**config.mk**
```make
export PLATFORM = sky130hd
export DESIGN_NAME = flow_record_batcher_flat
export DESIGN_NICKNAME = d
export VERILOG_FILES = /design/src/hdl/frb_pkg.sv /design/src/hdl/frb_ifs.sv /design/src/hdl/frb_ctrl.sv /design/src/hdl/frb_dp.sv /design/src/hdl/flow_record_batcher.sv /design/src/flat_wrapper.sv
export SDC_FILE = /design/constraint.sdc
export NUM_CORES = 2
export LEC_CHECK = 0
export ABC_AREA = 1
export BUFFER_PORTS_ARGS = -buffer_cell sky130_fd_sc_hd__buf_2
export CORE_ASPECT_RATIO = 0.8
export CORE_MARGIN = 2
export CORE_UTILIZATION = 55
export CTS_CLUSTER_SIZE = 10
export DETAILED_ROUTE_END_ITERATION = 12
export PLACE_DENSITY = 0.72
export SLEW_MARGIN = 10
export SYNTH_ARGS = -nofsm -noshare
export SYNTH_HDL_FRONTEND = slang
export SYNTH_SLANG_ARGS = --single-unit
```
**constraint.sdc**
```tcl
create_clock -name clk -period 8.65 [get_ports clk]
set_input_delay 0.865 -clock clk [delete_from_list [all_inputs] [get_ports clk]]
set_output_delay 0.865 -clock clk [all_outputs]
set_load 0.02 [all_outputs]
```
**src/hdl/frb_pkg.sv**
```systemverilog
// shared types and constants of the flow record batcher
`default_nettype none
package frb_pkg;

	localparam int APB_DATA_W = 32;
	localparam int APB_ADDR_W = 4;
	localparam int REG_SEL_W  = 2;

	localparam logic [REG_SEL_W-1:0] REG_NET_MASK     = 2'd0;
	localparam logic [REG_SEL_W-1:0] REG_NET_BASE     = 2'd1;
	localparam logic [REG_SEL_W-1:0] REG_MIN_INTERVAL = 2'd2;

	localparam logic [31:0] NET_MASK_RESET     = 32'hFFFF_0000;
	localparam logic [31:0] NET_BASE_RESET     = 32'h0000_0000;
	localparam logic [15:0] MIN_INTERVAL_RESET = 16'd41;

	typedef struct packed {
		logic [31:0] source_address;
		logic [31:0] dest_address;
		logic [15:0] packet_length;
		logic [1:0]  packet_kind;
		logic [31:0] now_ms;
	} frb_pkt_t;

	typedef struct packed {
		logic        incoming;
		logic [31:0] host_bits;
		logic [1:0]  record_kind;
		logic [15:0] record_length;
	} frb_rec_t;

	typedef struct packed {
		frb_rec_t rec;
		logic     last_of_batch;
	} frb_out_t;

	typedef struct packed {
		logic [31:0] net_mask;
		logic [31:0] net_base;
		logic [15:0] min_interval_ms;
	} frb_cfg_t;

	typedef struct packed {
		logic capture;
		logic commit;
		logic flush_begin;
		logic rd_issue;
		logic out_load;
	} frb_cmd_t;

	typedef struct packed {
		logic flush_go;
		logic out_free;
		logic rd_last;
	} frb_sts_t;

endpackage
`default_nettype wire

```
**src/hdl/frb_ifs.sv**
```systemverilog
// request channel interfaces for packet summaries and flow records
`default_nettype none
interface frb_pkt_if;
	logic        valid;
	logic        ready;
	logic [31:0] source_address;
	logic [31:0] dest_address;
	logic [15:0] packet_length;
	logic [1:0]  packet_kind;
	logic [31:0] now_ms;

	modport source (
		output valid, source_address, dest_address, packet_length, packet_kind, now_ms,
		input  ready
	);
	modport sink (
		input  valid, source_address, dest_address, packet_length, packet_kind, now_ms,
		output ready
	);
endinterface

interface frb_rec_if;
	logic        valid;
	logic        ready;
	logic        incoming;
	logic [31:0] host_bits;
	logic [1:0]  record_kind;
	logic [15:0] record_length;
	logic        last_of_batch;

	modport source (
		output valid, incoming, host_bits, record_kind, record_length, last_of_batch,
		input  ready
	);
	modport sink (
		input  valid, incoming, host_bits, record_kind, record_length, last_of_batch,
		output ready
	);
endinterface
`default_nettype wire

```
**src/hdl/frb_ctrl.sv**
```systemverilog
// controller state machine of the flow record batcher
`default_nettype none
module frb_ctrl
	import frb_pkg::*;
(
	input  wire logic     clk,
	input  wire logic     arst_n,
	input  wire logic     pkt_valid,
	output logic          pkt_ready,
	input  wire frb_sts_t sts,
	output frb_cmd_t      cmd
);

	typedef enum logic [3:0] {
		ST_IDLE    = 4'b0001,
		ST_EVAL    = 4'b0010,
		ST_RD      = 4'b0100,
		ST_LOAD    = 4'b1000
	} frb_state_t;

	frb_state_t state_q;
	frb_state_t state_d;

	always_comb begin
		state_d   = state_q;
		cmd       = '0;
		pkt_ready = 1'b0;
		unique case (state_q)
			ST_IDLE: begin
				pkt_ready = 1'b1;
				if (pkt_valid) begin
					cmd.capture = 1'b1;
					state_d     = ST_EVAL;
				end
			end
			ST_EVAL: begin
				cmd.commit = 1'b1;
				if (sts.flush_go) begin
					cmd.flush_begin = 1'b1;
					state_d         = ST_RD;
				end else begin
					state_d = ST_IDLE;
				end
			end
			ST_RD: begin
				if (sts.out_free) begin
					cmd.rd_issue = 1'b1;
					state_d      = ST_LOAD;
				end
			end
			ST_LOAD: begin
				cmd.out_load = 1'b1;
				state_d      = sts.rd_last ? ST_IDLE : ST_RD;
			end
			default: state_d = ST_IDLE;
		endcase
	end

	always_ff @(posedge clk or negedge arst_n) begin
		if (!arst_n) begin
			state_q <= ST_IDLE;
		end else begin
			state_q <= state_d;
		end
	end

endmodule
`default_nettype wire

```
**src/hdl/frb_dp.sv**
```systemverilog
// datapath: classification, record memory, flush timer and output register
`default_nettype none
module frb_dp
	import frb_pkg::*;
#(
	parameter int BATCH_DEPTH = 32
) (
	input  wire logic     clk,
	input  wire logic     arst_n,
	input  wire frb_cfg_t cfg,
	input  wire frb_pkt_t pkt,
	input  wire frb_cmd_t cmd,
	output frb_sts_t      sts,
	output logic          out_valid,
	output frb_out_t      out_data,
	input  wire logic     out_ready
);

	localparam int AW = (BATCH_DEPTH > 1) ? $clog2(BATCH_DEPTH) : 1;
	localparam int CW = $clog2(BATCH_DEPTH + 1);

	frb_pkt_t    item_q;
	frb_rec_t    mem_q [BATCH_DEPTH];
	frb_rec_t    rd_data_q;
	logic [CW-1:0] count_q;
	logic [CW-1:0] flush_n_q;
	logic [CW-1:0] rd_idx_q;
	logic        last_rd_q;
	logic [31:0] last_flush_q;
	logic        out_valid_q;
	frb_out_t    out_q;

	logic        src_local;
	logic        dst_local;
	logic        match;
	logic        full;
	logic        late;
	logic [32:0] deadline;
	frb_rec_t    rec;
	logic        out_fire;

	assign src_local = (item_q.source_address & cfg.net_mask) == cfg.net_base;
	assign dst_local = (item_q.dest_address & cfg.net_mask) == cfg.net_base;
	assign match     = src_local || dst_local;

	always_comb begin
		rec.incoming      = !src_local;
		rec.host_bits     = (src_local ? item_q.source_address : item_q.dest_address)
			& ~cfg.net_mask;
		rec.record_kind   = item_q.packet_kind;
		rec.record_length = item_q.packet_length;
	end

	assign deadline = {1'b0, last_flush_q} + {17'b0, cfg.min_interval_ms};
	assign late     = deadline < {1'b0, item_q.now_ms};
	assign full     = count_q == CW'(BATCH_DEPTH - 1);

	assign out_fire     = out_valid_q && out_ready;
	assign sts.flush_go = match && (full || late);
	assign sts.out_free = !out_valid_q || out_ready;
	assign sts.rd_last  = last_rd_q;

	always_ff @(posedge clk) begin
		if (cmd.capture) begin
			item_q <= pkt;
		end
		if (cmd.commit && match) begin
			mem_q[count_q[AW-1:0]] <= rec;
		end
		if (cmd.rd_issue) begin
			rd_data_q <= mem_q[rd_idx_q[AW-1:0]];
		end
		if (cmd.out_load) begin
			out_q.rec           <= rd_data_q;
			out_q.last_of_batch <= last_rd_q;
		end
	end

	always_ff @(posedge clk or negedge arst_n) begin
		if (!arst_n) begin
			count_q      <= '0;
			flush_n_q    <= '0;
			rd_idx_q     <= '0;
			last_rd_q    <= 1'b0;
			last_flush_q <= '0;
			out_valid_q  <= 1'b0;
		end else begin
			if (cmd.commit && match) begin
				if (cmd.flush_begin) begin
					count_q      <= '0;
					flush_n_q    <= count_q + CW'(1);
					rd_idx_q     <= '0;
					last_flush_q <= item_q.now_ms;
				end else begin
					count_q <= count_q + CW'(1);
				end
			end
			if (cmd.rd_issue) begin
				rd_idx_q  <= rd_idx_q + CW'(1);
				last_rd_q <= (rd_idx_q + CW'(1)) == flush_n_q;
			end
			if (cmd.out_load) begin
				out_valid_q <= 1'b1;
			end else if (out_fire) begin
				out_valid_q <= 1'b0;
			end
		end
	end

	assign out_valid = out_valid_q;
	assign out_data  = out_q;

endmodule
`default_nettype wire

```
**src/hdl/flow_record_batcher.sv**
```systemverilog
// flow record batcher top level with configuration registers
// Each packet summary is first captured and then classified against the monitored
// network; its record is stored if it matches and the flush conditions are tested.
// A flush sends the buffered records oldest first, each record going through the single
// read port of the record memory and then the output register; during a flush no summary
// is taken. A flush holds the input until its last record is loaded into the output
// register, where that record may still wait while the next summary is taken.
// Registers: net_mask at 0x0, net_base at 0x4, min_interval_ms at 0x8. No clearing pass
// is needed after reset.
`default_nettype none
module flow_record_batcher
	import frb_pkg::*;
#(
	parameter int BATCH_DEPTH = 32
) (
	input  wire logic                  clk,
	input  wire logic                  arst_n,
	frb_pkt_if.sink                    pkt,
	frb_rec_if.source                  rec,
	input  wire logic                  psel,
	input  wire logic                  penable,
	input  wire logic                  pwrite,
	input  wire logic [APB_ADDR_W-1:0] paddr,
	input  wire logic [APB_DATA_W-1:0] pwdata,
	output logic [APB_DATA_W-1:0]      prdata,
	output logic                       pready
);

	frb_cfg_t cfg_q;
	frb_cmd_t cmd;
	frb_sts_t sts;
	frb_pkt_t pkt_data;
	frb_out_t out_data;
	logic     out_valid;
	logic     cfg_wr;
	logic [REG_SEL_W-1:0] reg_sel;

	assign pready  = 1'b1;
	assign cfg_wr  = psel && penable && pwrite;
	assign reg_sel = paddr[APB_ADDR_W-1:2];

	always_ff @(posedge clk or negedge arst_n) begin
		if (!arst_n) begin
			cfg_q.net_mask        <= NET_MASK_RESET;
			cfg_q.net_base        <= NET_BASE_RESET;
			cfg_q.min_interval_ms <= MIN_INTERVAL_RESET;
		end else if (cfg_wr) begin
			unique case (reg_sel)
				REG_NET_MASK:     cfg_q.net_mask        <= pwdata;
				REG_NET_BASE:     cfg_q.net_base        <= pwdata;
				REG_MIN_INTERVAL: cfg_q.min_interval_ms <= pwdata[15:0];
				default: ;
			endcase
		end
	end

	always_comb begin
		unique case (reg_sel)
			REG_NET_MASK:     prdata = cfg_q.net_mask;
			REG_NET_BASE:     prdata = cfg_q.net_base;
			REG_MIN_INTERVAL: prdata = {16'b0, cfg_q.min_interval_ms};
			default:          prdata = '0;
		endcase
	end

	assign pkt_data.source_address = pkt.source_address;
	assign pkt_data.dest_address   = pkt.dest_address;
	assign pkt_data.packet_length  = pkt.packet_length;
	assign pkt_data.packet_kind    = pkt.packet_kind;
	assign pkt_data.now_ms         = pkt.now_ms;

	frb_ctrl u_ctrl (
		.clk       (clk),
		.arst_n    (arst_n),
		.pkt_valid (pkt.valid),
		.pkt_ready (pkt.ready),
		.sts       (sts),
		.cmd       (cmd)
	);

	frb_dp #(
		.BATCH_DEPTH (BATCH_DEPTH)
	) u_dp (
		.clk       (clk),
		.arst_n    (arst_n),
		.cfg       (cfg_q),
		.pkt       (pkt_data),
		.cmd       (cmd),
		.sts       (sts),
		.out_valid (out_valid),
		.out_data  (out_data),
		.out_ready (rec.ready)
	);

	assign rec.valid         = out_valid;
	assign rec.incoming      = out_data.rec.incoming;
	assign rec.host_bits     = out_data.rec.host_bits;
	assign rec.record_kind   = out_data.rec.record_kind;
	assign rec.record_length = out_data.rec.record_length;
	assign rec.last_of_batch = out_data.last_of_batch;

endmodule
`default_nettype wire

```
**src/flat_wrapper.sv**
```systemverilog
// flat-port wrapper written by rule: the top's interface ports become plain ports
module flow_record_batcher_flat import frb_pkg::*;
#(
	parameter int BATCH_DEPTH = 32
)
  (clk, arst_n, psel, penable, pwrite, paddr, pwdata, prdata, pready, pkt_valid, pkt_source_address, pkt_dest_address, pkt_packet_length, pkt_packet_kind, pkt_now_ms, pkt_ready, rec_valid, rec_incoming, rec_host_bits, rec_record_kind, rec_record_length, rec_last_of_batch, rec_ready);
  frb_pkt_if pkt_i ();
  frb_rec_if rec_i ();
  input  wire logic clk;
  input  wire logic arst_n;
  input  wire logic psel;
  input  wire logic penable;
  input  wire logic pwrite;
  input  wire logic [APB_ADDR_W-1:0] paddr;
  input  wire logic [APB_DATA_W-1:0] pwdata;
  output logic [APB_DATA_W-1:0] prdata;
  output logic pready;
  input wire logic [$bits(pkt_i.valid)-1:0] pkt_valid;
  input wire logic [$bits(pkt_i.source_address)-1:0] pkt_source_address;
  input wire logic [$bits(pkt_i.dest_address)-1:0] pkt_dest_address;
  input wire logic [$bits(pkt_i.packet_length)-1:0] pkt_packet_length;
  input wire logic [$bits(pkt_i.packet_kind)-1:0] pkt_packet_kind;
  input wire logic [$bits(pkt_i.now_ms)-1:0] pkt_now_ms;
  output wire logic [$bits(pkt_i.ready)-1:0] pkt_ready;
  output wire logic [$bits(rec_i.valid)-1:0] rec_valid;
  output wire logic [$bits(rec_i.incoming)-1:0] rec_incoming;
  output wire logic [$bits(rec_i.host_bits)-1:0] rec_host_bits;
  output wire logic [$bits(rec_i.record_kind)-1:0] rec_record_kind;
  output wire logic [$bits(rec_i.record_length)-1:0] rec_record_length;
  output wire logic [$bits(rec_i.last_of_batch)-1:0] rec_last_of_batch;
  input wire logic [$bits(rec_i.ready)-1:0] rec_ready;
  assign pkt_i.valid = pkt_valid;
  assign pkt_i.source_address = pkt_source_address;
  assign pkt_i.dest_address = pkt_dest_address;
  assign pkt_i.packet_length = pkt_packet_length;
  assign pkt_i.packet_kind = pkt_packet_kind;
  assign pkt_i.now_ms = pkt_now_ms;
  assign pkt_ready = pkt_i.ready;
  assign rec_valid = rec_i.valid;
  assign rec_incoming = rec_i.incoming;
  assign rec_host_bits = rec_i.host_bits;
  assign rec_record_kind = rec_i.record_kind;
  assign rec_record_length = rec_i.record_length;
  assign rec_last_of_batch = rec_i.last_of_batch;
  assign rec_i.ready = rec_ready;
  flow_record_batcher #(.BATCH_DEPTH(BATCH_DEPTH)) u_core (.clk(clk), .arst_n(arst_n), .pkt(pkt_i), .rec(rec_i), .psel(psel), .penable(penable), .pwrite(pwrite), .paddr(paddr), .pwdata(pwdata), .prdata(prdata), .pready(pready));
endmodule
```
==> results.toml <==
[job]
cap_violations = 0

[synthesis]
synthArstFlopShare_pct = 6.85
synth_edf_count = 1849
synth-seq-cells = 1985
synth_cells = 6226
ys_types = 46
synth_warnings = 0
avgSynthCellArea_um2 = 12.7
syn-cell-area_um2 = 79100
synth-main-ff-cell = "edfxtp_1"
ys_seq_area_share_pct = 74.5
syn_nets = 6436

[critical_path]
reg2reg_to = "u_core.u_dp.mem_q[3][4]$_DFFE_PP_"
end_kind = "flop"
crit_fanout = 32
start_kind = "flop"
crit_required_ps = 9120
r2r_cells = 13
worstReg2RegStart = "u_core.cfg_q[64]$_DFFE_PN1P_"
crit_type = "reg2reg"
arrival_ps = 5400
r2r_slack_ps = 3720

[floorplanning]
core_um2 = 143000
die-width_um = 428
io_pins = 244
initial_utilization_pct = 55.4
die_y_um = 343
num_rows = 124
fp.dieArea_um2 = 147000

[placement]
io_buffers = 240
pre_cts_slack_ps = 3850
place.gp.congestion = 0.874
dp_hpwl_um = 107000

[global_route]
grt_overflow_total = 0
grt_start_max_net_pins = 207
grt_pass1_wl_um = 315000
antenna_found_initial = 8
grt_pass1_vias = 49700
grt_usage_pct = 28.9

[route]
drc_errors = 0
ant_nets = 0
initialDrtViolationCount = 7518
via_count = 52200
wl_um = 215000
viasPerCell = 6.24
drt_first_pass_iters = 6
routedWlPerCell_um = 25.7

[outcome]
status = "completed"

[sta]
worst_pin_slew_ps = 1260
timing.final.ws_setup_ps = 3720
timing.setup.tns_ps = 0
fin_skew_ps = 42.0
rsz0062_at_grt = "no"
period_minus_slack_ps = 4930
finalHoldViolCount = 0
setup_viol = 0
timing.final.crit_share_pct = 57.0
max_clock_freq_ghz = 0.203
slew_headroom_pct = 15.7
drv_slew = 0

[power_and_ir_drop]
p_leak_nw = 30.6
peakVddDrop_mv = 0.226
power.density_nw_per_um2 = 251

[layout]
fillerInstances = 10600
layout.nets = 6610
syn2layout_area_growth_pct = 11.9
final_layout_size_suffix_gt1_share_pct = 10.9

[clock_network]
clkLatencyLatePin_ps = 860
cts_tree = "done"
cts_max_level = 4
clk_path_buf_depth = 3
ctsHoldBuffers = 0
root_buffer = "clkbuf_16"
cts_resized = 0
clk_pin_slew_ps = 60
numCtsBuffers = 218
post_cts_buffers = 0
clock-sinks = 1985

[hold_path]
hp-class = "in2async"
-- cells in the mapped netlist (21+ instances only) --
cell type / number / area share [%]
a21oi_1: 56 / 0.35
buf_2: 26 / 0.16
clkbuf_1: 333 / 1.6
dfrtp_1: 116 / 3.7
edfxtp_1: 1849 / 70
ha_1: 52 / 0.82
inv_1: 163 / 0.77
nand2_1: 541 / 2.6
nand3_1: 51 / 0.32
nor2_1: 1147 / 5.4
o21ai_0: 1121 / 7.1
o22ai_1: 488 / 3.9
o32ai_1: 27 / 0.30
xnor2_1: 21 / 0.23
xor2_1: 67 / 0.74
-- per-layer routing --
metal	vias to the layer above	wire, µm	global-route usage (%)
li1	23000	-	-
met1	25600	83900	40.3
met2	3133	100000	45.9
met3	491	22800	4.85
met4	4	7700	11.4
met5	-	19	0
-- worst max path at each step --
stage	startpoint	to
finish	u_core.cfg_q[64]$_DFFE_PN1P_	u_core.u_dp.mem_q[3][4]$_DFFE_PP_
global route	u_core.cfg_q[0]$_DFFE_PN1P_	u_core.u_dp.rd_idx_q[1]$_DFFE_PN0P_
CTS	u_core.cfg_q[64]$_DFFE_PN1P_	u_core.u_dp.mem_q[4][28]$_DFFE_PP_
detailed placement	u_core.cfg_q[73]$_DFFE_PN1P_	u_core.u_dp.mem_q[4][23]$_DFFE_PP_
global placement	u_core.cfg_q[73]$_DFFE_PN1P_	u_core.u_dp.mem_q[4][22]$_DFFE_PP_
floorplan	rec_ready	u_core.u_dp.item_q[0]$_DFFE_PP_
-- layout by cell type (no fill, tap or decap), types with 20 or more instances in the layout --
cell type and count:
o21ai_0 1121, buf_2 239, edfxtp_1 1849, o32ai_1 27, clkbuf_1 56, o22ai_1 488
clkbuf_16 218, a21oi_2 21, xor2_1 67, nand2_1 538, buf_4 94, dfrtp_1 111
nand3_1 51, a21oi_1 30, dfstp_2 20, nor2_1 1107, nor2_4 34, ha_1 52
xnor2_1 21, inv_1 159
-- stage by stage --
stage / instances / util (%) / total power, mW / instance area, µm² / hold slack (ps)
5_1_grt: 8362 / 61.9 / 22.9 / 88500 / 107
3_3_place_gp: 8069 / 57.7 / 14.1 / 82400 / 404
6_report: 8364 / 61.9 / 22.2 / 88500 / 68.1
4_1_cts: 8361 / 61.9 / 22.2 / 88500 / 62.8
3_5_place_dp: 8069 / 57.7 / 14.2 / 82400 / 405
2_1_floorplan: 6226 / - / 13.3 / 79100 / 400
-- logic make-up after synthesis --
| group | count (synthesis) | share of synthesized area, % |
|---|---|---|
| flip-flops | 1985 | 74.5 |
| AO/OA/AOI/OAI | 1765 | 12.3 |
| XOR/XNOR | 88 | 0.974 |
| adder cells (fa/ha/maj) | 53 | 0.848 |
| buffers and inverters | 555 | 2.74 |
| AND/OR/NAND/NOR | 1779 | 8.64 |
| other | 1 | 0.00474 |
-- report_power, final --
| part | internal [mW] | switching (mW) |
|---|---|---|
| Combinational | 0.512 | 1.48 |
| Sequential | 11.6 | 0.465 |
| Clock | 4.59 | 3.56 |
-- cell type report --
class | count | area, µm² | area share [%]
Antenna cell | 2 | 5.00 | 0.00565
Clock buffer | 276 | 5690 | 6.43
Clock inverter | 16 | 344 | 0.389
Inverter | 168 | 654 | 0.739
Multi-Input combinational cell | 3686 | 18400 | 20.8
Sequential cell | 1985 | 59000 | 66.6
Tap cell | 1890 | 2360 | 2.67
Timing Repair Buffer | 341 | 2050 | 2.32
-- worst max-delay path, cell delays in order (launching register included) --
cell	delay [ps]
dfstp_2	600
nand2_1	70
nand2_1	60
nand4_1	150
nor3_1	260
nand4_1	200
nor2_1	160
nand2_2	70
nand2_1	230
nand2_1	130
inv_2	250
nand2_1	540
nor2_4	930
buf_4	840
-- state kept, by name, summed over array words and instances, names as in the netlist --
name,cells
u_core.cfg_q,80
u_core.u_ctrl.state_q,4
u_core.u_dp.count_q,6
u_core.u_dp.flush_n_q,6
u_core.u_dp.item_q,114
u_core.u_dp.last_flush_q,32
u_core.u_dp.last_rd_q,1
u_core.u_dp.mem_q,1632
u_core.u_dp.out_data,52
u_core.u_dp.out_valid,1
u_core.u_dp.rd_data_q,51
u_core.u_dp.rd_idx_q,6
Power figures use the tool's default switching activity.
